$ cat src/rtl/core/dotq_pkg.sv
package dotq_pkg;

  localparam int NUM_TIMERS_DEF = 16;
  localparam int ID_COUNT       = 16;

  localparam int FUNC_W  = 2;
  localparam int ID_W    = 4;
  localparam int DELAY_W = 32;
  localparam int TIME_W  = 60;
  localparam int DL_W    = 61;
  localparam int KIND_W  = 3;

  localparam logic [DL_W-1:0] NEVER_TIME = {1'b1, {TIME_W{1'b0}}};

  localparam logic [FUNC_W-1:0] FUNC_START  = 2'd0;
  localparam logic [FUNC_W-1:0] FUNC_CANCEL = 2'd1;
  localparam logic [FUNC_W-1:0] FUNC_TICK   = 2'd2;

  localparam logic [KIND_W-1:0] KIND_STARTED     = 3'd0;
  localparam logic [KIND_W-1:0] KIND_START_REJ   = 3'd1;
  localparam logic [KIND_W-1:0] KIND_CANCELLED   = 3'd2;
  localparam logic [KIND_W-1:0] KIND_CANCEL_IDLE = 3'd3;
  localparam logic [KIND_W-1:0] KIND_EXPIRED     = 3'd4;
  localparam logic [KIND_W-1:0] KIND_NONE        = 3'd5;

  typedef struct packed {
    logic              valid;
    logic [TIME_W-1:0] dl;
    logic [ID_W-1:0]   owner;
  } entry_t;

  typedef struct packed {
    logic              ins;
    logic              rem;
    logic              pop;
    logic [TIME_W-1:0] key;
    logic [ID_W-1:0]   id;
  } cell_cmd_t;

endpackage

$ cat src/rtl/core/dotq_cell.sv
module dotq_cell (
  input  logic               clk_i,
  input  logic               rst_ni,
  input  dotq_pkg::cell_cmd_t cmd_i,
  input  dotq_pkg::entry_t   left_i,
  input  dotq_pkg::entry_t   right_i,
  input  logic               goes_left_i,
  input  logic               hit_left_i,
  output dotq_pkg::entry_t   entry_o,
  output logic               goes_o,
  output logic               hit_o
);
  import dotq_pkg::*;

  logic              valid_q, valid_d;
  logic [TIME_W-1:0] dl_q, dl_d;
  logic [ID_W-1:0]   owner_q, owner_d;
  logic              take;
  logic              le;

  always_comb begin
    le     = valid_q && (dl_q <= cmd_i.key);
    goes_o = !le;
    hit_o  = hit_left_i | (cmd_i.rem && (cmd_i.pop || (valid_q && (owner_q == cmd_i.id))));
  end

  always_comb begin
    take    = 1'b0;
    valid_d = valid_q;
    dl_d    = dl_q;
    owner_d = owner_q;
    if (cmd_i.ins && goes_o) begin
      take = 1'b1;
      if (goes_left_i) begin
        valid_d = left_i.valid;
        dl_d    = left_i.dl;
        owner_d = left_i.owner;
      end else begin
        valid_d = 1'b1;
        dl_d    = cmd_i.key;
        owner_d = cmd_i.id;
      end
    end else if (cmd_i.rem && hit_o) begin
      take    = 1'b1;
      valid_d = right_i.valid;
      dl_d    = right_i.dl;
      owner_d = right_i.owner;
    end
  end

  always_ff @(posedge clk_i or negedge rst_ni) begin
    if (!rst_ni) begin
      valid_q <= 1'b0;
    end else begin
      valid_q <= valid_d;
    end
  end

  always_ff @(posedge clk_i) begin
    if (take) begin
      dl_q    <= dl_d;
      owner_q <= owner_d;
    end
  end

  assign entry_o = '{valid: valid_q, dl: dl_q, owner: owner_q};

endmodule

$ cat src/rtl/core/deadline_ordered_timer_queue.sv
// Channel  Dir  Signals                       Contents
// s_axis   in   tvalid tready tdata tuser     request: func, timer id, delay, new time
// m_axis   out  tvalid tready tdata tuser     result: kind, timer, next deadline, last
//
// Start and cancel go through IDLE, which takes the request, and EXEC, which updates the
// chain of cells and loads the result. After IDLE takes a tick, TICK pops the head cell
// once a cycle while the output is free, one result per pop (a none result if no cell
// is due). A stalled output holds the chain. Reset clears the cells' valid bits, the
// running bits and the time; no clearing pass follows.
module deadline_ordered_timer_queue #(
  parameter int NUM_TIMERS = dotq_pkg::NUM_TIMERS_DEF
) (
  input  logic        clk_i,
  input  logic        rst_ni,
  input  logic        s_axis_tvalid,
  output logic        s_axis_tready,
  input  logic [95:0] s_axis_tdata,  // timer_id[3:0], delay_ms[35:4], now_ms[95:36]
  input  logic [1:0]  s_axis_tuser,  // func[1:0]
  output logic        m_axis_tvalid,
  input  logic        m_axis_tready,
  output logic [71:0] m_axis_tdata,  // event_timer[3:0], next_deadline[64:4], zero[71:65]
  output logic [2:0]  m_axis_tuser,  // event_kind[2:0]
  output logic        m_axis_tlast   // last
);
  import dotq_pkg::*;

  localparam logic [1:0] ST_IDLE = 2'd0;
  localparam logic [1:0] ST_EXEC = 2'd1;
  localparam logic [1:0] ST_TICK = 2'd2;

  logic [1:0]          state_q, state_d;
  logic [FUNC_W-1:0]   func_q;
  logic [ID_W-1:0]     id_q;
  logic [TIME_W-1:0]   dl_q;
  logic [TIME_W-1:0]   cur_q;
  logic [ID_COUNT-1:0] running_q, running_d;

  logic                m_valid_q;
  logic [KIND_W-1:0]   m_kind_q, m_kind_d;
  logic [ID_W-1:0]     m_timer_q, m_timer_d;
  logic [DL_W-1:0]     m_next_q, m_next_d;
  logic                m_last_q, m_last_d;
  logic                emit;

  logic                in_acc;
  logic                out_free;
  logic [DL_W-1:0]     sum;
  logic [TIME_W-1:0]   dl_new;
  logic                id_ok;

  cell_cmd_t           cmd;
  entry_t              cell_e [NUM_TIMERS];
  logic [NUM_TIMERS-1:0] goes, hit, cell_valid;
  logic [DL_W-1:0]     head_next, second_next;
  logic [TIME_W-1:0]   key;
  logic                head_le, second_le, head_hit;

  assign s_axis_tready = (state_q == ST_IDLE);
  assign in_acc        = s_axis_tvalid && s_axis_tready;
  assign out_free      = !m_valid_q || m_axis_tready;

  assign sum    = {1'b0, cur_q} + DL_W'(s_axis_tdata[35:4]);
  assign dl_new = sum[TIME_W] ? {TIME_W{1'b1}} : sum[TIME_W-1:0];
  assign id_ok  = (32'(id_q) < NUM_TIMERS);

  assign head_next   = cell_e[0].valid ? {1'b0, cell_e[0].dl} : NEVER_TIME;
  assign second_next = cell_e[1].valid ? {1'b0, cell_e[1].dl} : NEVER_TIME;

  assign key       = (state_q == ST_TICK) ? cur_q : dl_q;
  assign head_le   = cell_e[0].valid && (cell_e[0].dl <= key);
  assign second_le = cell_e[1].valid && (cell_e[1].dl <= key);
  assign head_hit  = cell_e[0].valid && (cell_e[0].owner == id_q);

  for (genvar i = 0; i < NUM_TIMERS; i++) begin : g_cell
    entry_t left_e, right_e;
    logic   goes_l, hit_l;
    if (i == 0) begin : g_first
      assign left_e = '0;
      assign goes_l = 1'b0;
      assign hit_l  = 1'b0;
    end else begin : g_mid
      assign left_e = cell_e[i-1];
      assign goes_l = goes[i-1];
      assign hit_l  = hit[i-1];
    end
    if (i == NUM_TIMERS - 1) begin : g_last
      assign right_e = '0;
    end else begin : g_inner
      assign right_e = cell_e[i+1];
    end
    dotq_cell u_cell (
      .clk_i       (clk_i),
      .rst_ni      (rst_ni),
      .cmd_i       (cmd),
      .left_i      (left_e),
      .right_i     (right_e),
      .goes_left_i (goes_l),
      .hit_left_i  (hit_l),
      .entry_o     (cell_e[i]),
      .goes_o      (goes[i]),
      .hit_o       (hit[i])
    );
    assign cell_valid[i] = cell_e[i].valid;
  end

  always_comb begin
    state_d   = state_q;
    running_d = running_q;
    emit      = 1'b0;
    m_kind_d  = m_kind_q;
    m_timer_d = m_timer_q;
    m_next_d  = m_next_q;
    m_last_d  = 1'b1;
    cmd       = '{ins: 1'b0, rem: 1'b0, pop: 1'b0, key: key, id: id_q};
    unique case (state_q)
      ST_IDLE: begin
        if (in_acc) begin
          if (s_axis_tuser == FUNC_TICK) begin
            state_d = ST_TICK;
          end else if (s_axis_tuser == FUNC_START || s_axis_tuser == FUNC_CANCEL) begin
            state_d = ST_EXEC;
          end
        end
      end
      ST_EXEC: begin
        if (out_free) begin
          emit      = 1'b1;
          m_timer_d = id_q;
          state_d   = ST_IDLE;
          if (func_q == FUNC_START) begin
            if (!id_ok || running_q[id_q] || cell_valid[NUM_TIMERS-1]) begin
              m_kind_d = KIND_START_REJ;
              m_next_d = head_next;
            end else begin
              cmd.ins           = 1'b1;
              running_d[id_q]   = 1'b1;
              m_kind_d          = KIND_STARTED;
              m_next_d          = head_le ? head_next : {1'b0, dl_q};
            end
          end else begin
            if (!id_ok || !running_q[id_q]) begin
              m_kind_d = KIND_CANCEL_IDLE;
              m_next_d = head_next;
            end else begin
              cmd.rem         = 1'b1;
              running_d[id_q] = 1'b0;
              m_kind_d        = KIND_CANCELLED;
              m_next_d        = head_hit ? second_next : head_next;
            end
          end
        end
      end
      ST_TICK: begin
        if (out_free) begin
          emit = 1'b1;
          if (head_le) begin
            cmd.rem                   = 1'b1;
            cmd.pop                   = 1'b1;
            running_d[cell_e[0].owner] = 1'b0;
            m_kind_d                  = KIND_EXPIRED;
            m_timer_d                 = cell_e[0].owner;
            m_next_d                  = second_next;
            m_last_d                  = !second_le;
            if (!second_le) begin
              state_d = ST_IDLE;
            end
          end else begin
            m_kind_d  = KIND_NONE;
            m_timer_d = '0;
            m_next_d  = head_next;
            state_d   = ST_IDLE;
          end
        end
      end
      default: begin
        state_d = ST_IDLE;
      end
    endcase
  end

  always_ff @(posedge clk_i or negedge rst_ni) begin
    if (!rst_ni) begin
      state_q   <= ST_IDLE;
      running_q <= '0;
      cur_q     <= '0;
      m_valid_q <= 1'b0;
    end else begin
      state_q   <= state_d;
      running_q <= running_d;
      if (in_acc && s_axis_tuser == FUNC_TICK) begin
        cur_q <= s_axis_tdata[95:36];
      end
      if (emit) begin
        m_valid_q <= 1'b1;
      end else if (m_axis_tready) begin
        m_valid_q <= 1'b0;
      end
    end
  end

  always_ff @(posedge clk_i) begin
    if (in_acc) begin
      func_q <= s_axis_tuser;
      id_q   <= s_axis_tdata[3:0];
      dl_q   <= dl_new;
    end
    if (emit) begin
      m_kind_q  <= m_kind_d;
      m_timer_q <= m_timer_d;
      m_next_q  <= m_next_d;
      m_last_q  <= m_last_d;
    end
  end

  assign m_axis_tvalid = m_valid_q;
  assign m_axis_tuser  = m_kind_q;
  assign m_axis_tdata  = {7'd0, m_next_q, m_timer_q};
  assign m_axis_tlast  = m_last_q;

  a_prefix: assert property (@(posedge clk_i) disable iff (!rst_ni)
    (cell_valid & (cell_valid + 1'b1)) == '0)
    else $error("valid cells not a prefix");

  a_count: assert property (@(posedge clk_i) disable iff (!rst_ni)
    $countones(cell_valid) == $countones(running_q))
    else $error("queue length differs from running timers");

  a_order: assert property (@(posedge clk_i) disable iff (!rst_ni)
    cell_e[1].valid |-> (cell_e[0].dl <= cell_e[1].dl))
    else $error("head cells out of order");

  a_notlast: assert property (@(posedge clk_i) disable iff (!rst_ni)
    (m_axis_tvalid && !m_axis_tlast) |-> (m_axis_tuser == KIND_EXPIRED))
    else $error("non-final result that is not an expiry");

endmodule

$ cat config.mk
export PLATFORM = sky130hd
export DESIGN_NAME = deadline_ordered_timer_queue
export DESIGN_NICKNAME = d
export VERILOG_FILES = /design/src/rtl/core/dotq_pkg.sv /design/src/rtl/core/dotq_cell.sv /design/src/rtl/core/deadline_ordered_timer_queue.sv
export SDC_FILE = /design/constraint.sdc
export NUM_CORES = 2
export LEC_CHECK = 0
export BUFFER_PORTS_ARGS = -buffer_cell sky130_fd_sc_hd__buf_2
export CAP_MARGIN = 25
export CELL_PAD_IN_SITES_DETAIL_PLACEMENT = 1
export CELL_PAD_IN_SITES_GLOBAL_PLACEMENT = 1
export CORE_UTILIZATION = 50
export CTS_CLUSTER_DIAMETER = 120
export DETAILED_ROUTE_END_ITERATION = 8
export PLACE_DENSITY = 0.86
export SKIP_CTS_REPAIR_TIMING = 1
export SYNTH_ARGS = -nofsm -noshare
export SYNTH_HDL_FRONTEND = slang
export SYNTH_HIERARCHICAL = 1
export SYNTH_SLANG_ARGS = --single-unit
$ cat constraint.sdc
create_clock -name clk_i -period 16.63 [get_ports clk_i]
set_clock_uncertainty 0.05 [all_clocks]
set_input_delay 1.663 -clock clk_i [delete_from_list [all_inputs] [get_ports clk_i]]
set_output_delay 1.663 -clock clk_i [all_outputs]
set_load 0.1 [all_outputs]
# Yosys cells after proc, flatten, opt, wreduce, memory -nomap -nowiden

Cells that the tools add are included.

Input port bits: 102
Output and inout bits: 78
Logic and storage cells: 521
Flip-flop bits (word level): 1254

Equal/unequal tests: 28
Magnitude comparators: 20
$add $sub $neg: 1
Reduce and logical (&&, ||, !) cells: 162
Bitwise logic cells: 20
Mux-type cells: 231

Operators by type and width:

| kind               | number |
|---|---|
| $mux 60            | 48 |
| $le 60x60->1       | 16 |
| $mux 61            | 10 |
| $mux 4             | 50 |
| $pmux 61 s2        | 1 |
| $mux 16            | 6 |
| $mux 1             | 95 |
| $logic_and 1x1->1  | 84 |
| $eq 4x4->1         | 16 |
| $add 60x32->61     | 1 |
| $reduce_bool 2->1  | 18 |
| $and 16x16->16     | 2 |
| $not 16->16        | 2 |
| $pmux 16 s2        | 1 |
| $reduce_and 2->1   | 16 |
| $mux 2             | 10 |
| $logic_or 1x1->1   | 19 |
| $logic_not 1->1    | 17 |
| $or 16x16->16      | 1 |
| $or 1x1->1         | 15 |
| $lt 4x5->1 const B | 2 |
| $mux 3             | 3 |
| $ne 3x3->1 const B | 3 |
| $demux 1 s4        | 2 |
| 17 further kinds   | 24 |

# Depth between registers and ports, before layout

Word-level depth: 28
Mapped depth: 39

# By module

Netlist, hierarchy kept.

By module, submodules not included:

| module                       | cells an instance | area each (sq um) | instances | sequential area each (sq um) |
|---|---|---|---|---|
| dotq_cell                    | 506               | 5023.6            | 16        | 1946.9 |
| deadline_ordered_timer_queue | 1727              | 16797.4           | 1         | 6030.8 |

# Least setup slack after synthesis

Ideal clock, no wire load.

Kind: flip-flop to flip-flop
Start point: register state_q[0]
End point: register g_cell[15].u_cell.dl_q[0], enable pin
Slack: 6.776 ns
Required time: 16.157 ns
Buffers on the path: 5
Arrival: 9.381 ns
Clock period less this slack: 9.854 ns
Cell stages (with the launch flop): 37
Path through: dfrtp_1 -> inv_1 -> ha_1 -> buf_4 -> clkbuf_1 -> clkbuf_1 -> buf_1 -> mux2i_1 -> ha_1 -> a21o_1 -> a21o_1 -> a21o_1 -> or4b_1 -> o22a_1 -> nor3_2 -> nand2b_1 -> buf_2 -> nand2_1 -> a21boi_0 -> a21o_1 -> a21o_1 -> a21o_1 -> a21o_1 -> a21o_1 -> a21o_1 -> a21o_1 -> a21o_1 -> a21o_1 -> a21o_1 -> a21o_1 -> a21o_1 -> a21o_1 -> a21o_1 -> a21o_1 -> a21o_1 -> nand2_1 -> nand2_1

RTL lines:

| element                  | line                                | text |
|---|---|---|
| start: declaration       | deadline_ordered_timer_queue.sv:31  | `logic [1:0] state_q, state_d;` |
| start signal: assignment | deadline_ordered_timer_queue.sv:188 | `state_q <= state_d;` |
| end signal: assignment   | dotq_cell.sv:61                     | `dl_q <= dl_d;` |
| end: declaration         | dotq_cell.sv:16                     | `logic [TIME_W-1:0] dl_q, dl_d;` |

==> flow_summary_export.csv <==
group,metric,value,unit
die,die_area,0.1961,sq mm
timing,max_freq,0.1018,GHz
global_route,grtUsageTotal,30.96,%
worst_hold_path,whs_path_depth,2,
critical_path,reg2reg_slack,6.81,ns
global_route,antenna_found_initial,3,
die,placeableCoreArea,0.1928,sq mm
place,dp_hpwl,234100,microns
timing,slew_viol_final,0,
global_route,grt-ovfl-total,0,
cts,cts_buffers,153,
critical_path,slowest_delay,0.70,ns
die,die_x,442.8,microns
timing,fin_crit,9.820,ns
drt,ant_nets,0,
critical_path,r2r_start,"state_q[0]$_DFFE_PN0P_",
global_route,grt_max_degree,132,
pwr,ir_drop,0.1328,mV
yosys,yosys_warnings,6,
yosys,netlist_area,0.09716,sq mm
drt,vias_per_cell,6.237,
critical_path,critical_path_arrival,10.30,ns
critical_path,cp.required,17.11,ns
timing,fin_tns_setup,0,ns
die,die_y,442.8,microns
global_route,grt_pass1_wl,485900,microns
cts,cts.sinks,1254,
timing,hold_viol,0,
final_layout,drive_above_1_share,12.09,%
drt,postRouteWirelength,311700,microns
final_layout,area_growth,8.406,%
drt,post-route-drc-count,0,
timing,min_period_over_period,59.05,%
cts,cts_buffer_depth,3,
die,start_util,50.40,%
outcome,status,"complete, no violations",
yosys,avgSynthCellArea,9.894,sq um
cts,clockRootBuffer,"clkbuf_16",
place,port_buffers,172,
die,num_io_pins,180,
critical_path,timing.rr.end,"g_cell[13].u_cell/dl_q[41]$_DFFE_PP_",
critical_path,cpMaxStageDelayCell,"nor4_2",
critical_path,cp-end-kind,"flop",
place,place.gp.congestion,0.9380,
timing,holdWs,0.4608,ns
pwr,p_leak,45.43,nW
die,placementRows,161,
pwr,powerDensity,176.4,mW/mm^2
drt,drt_iter0_drc,5945,
timing,worstMarginPinSlew,1.083,ns
job,max_cap_violations,0,
timing,slew_headroom,27.11,%
place,placed_cells,12300,
critical_path,crit_fanout,33,
cts,clk_pin_slew_worst_paths,0.06,ns
critical_path,startpoint,"state_q[0]$_DFFE_PN0P_",
cts,cts_tree,"built",
critical_path,critical_path_class,"flop to flop",
drt,dr_total_vias,78450,
pwr,power,18.58,mW
final_layout,n_fill_cell,21190,
final_layout,nNetsFinal,11140,
timing,setup_viol,0,
drt,routedWlPerCell,24.78,microns
critical_path,r2r_cells,33,
timing,rsz0062_at_grt,"no",
critical_path,start_kind,"flop",
final_layout,final_cell_mix,"nand2_1 (1243), edfxtp_1 (1159), o21ai_0 (1136)",
cts,cts_htree_levels,4,
worst_hold_path,holdCritPathClass,"flop to flop",
drt,firstDrtPassIters,6,
final_layout,fin_util,54.64,%
final_layout,final_common_cell,"nand2_1",
cts,clk_latency,0.82,ns
yosys,synth_cells,9821,
global_route,grt_pass1_vias,84510,
critical_path,crit_top_cell,"a21o_1",
final_layout,regArea,0.03718,sq mm
final_layout,multi_input_area,0.05418,sq mm
final_layout,fin_cells,12580,
[critical path: cells and delay by family (launching register included)]
family	cells	cell delay, ns
AOI/OAI and AO/OA	16	3.13
adders and majority gates	2	0.96
DFF	1	0.38
buffers and inverters	4	1.05
muxes	1	0.64
and+or+nand+nor	10	3.21
[report_power, final]
part           internal [mW]  total [mW]  switching [mW]
combinational           3.30        10.3            6.99
sequential              4.33        4.85           0.522
clock                   2.02        3.44            1.42
[final cells by class]
| cell class | instances | share of cell area (%) |
|---|---|---|
| multi-input cells | 7166 | 51.44 |
| flip-flops and latches | 1254 | 35.30 |
| clock buffers | 209 | 4.159 |
| inverters | 1070 | 3.813 |
| well taps | 2526 | 3.001 |
| repair buffers | 283 | 1.658 |
| clock inverters | 68 | 0.6236 |
| diodes | 2 | 0.004751 |
[worst max-delay path by stage]
stage / to / slack (ns)
after floorplan: g_cell[15].u_cell/dl_q[0]$_DFFE_PP_ / 6.78
after global placement: g_cell[13].u_cell/dl_q[53]$_DFFE_PP_ / 7.11
after detailed placement: g_cell[13].u_cell/dl_q[54]$_DFFE_PP_ / 6.96
after CTS: g_cell[13].u_cell/dl_q[41]$_DFFE_PP_ / 6.93
after global routing: g_cell[13].u_cell/dl_q[40]$_DFFE_PP_ / 6.56
final: g_cell[13].u_cell/dl_q[41]$_DFFE_PP_ / 6.81
[layer usage]
layer | wire length (microns) | GRT usage (%) | vias to the layer above | share of wire, %
met5 | 0 | 0 | - | 0
met4 | 15650 | 15.11 | 0 | 5.0
met3 | 14300 | 3.400 | 658 | 4.6
met2 | 150100 | 52.93 | 2479 | 48
met1 | 131600 | 38.83 | 39410 | 42
li1 | - | - | 35900 | -
[per-stage QoR]
step           instance area [sq um]  setup WS, ns
3_5_place_dp                  100300         6.964
5_1_grt                       105300         6.559
2_1_floorplan                  97680         6.776
4_1_cts                       105300         6.931
3_3_place_gp                  100200         7.112
6_report                      105300         6.810
[registers in the layout, summed over array words and instances (netlist names), 2 cells and up, named ones only]
signal and flops:
g_cell.u_cell/valid_q 16, g_cell.u_cell/dl_q 960, func_q 2, g_cell.u_cell/owner_q 64
m_next_q 61, m_timer_q 4, state_q 2, id_q 4
dl_q 60, cur_q 60, m_axis_tuser 3
(Power assumes the default switching activity.)
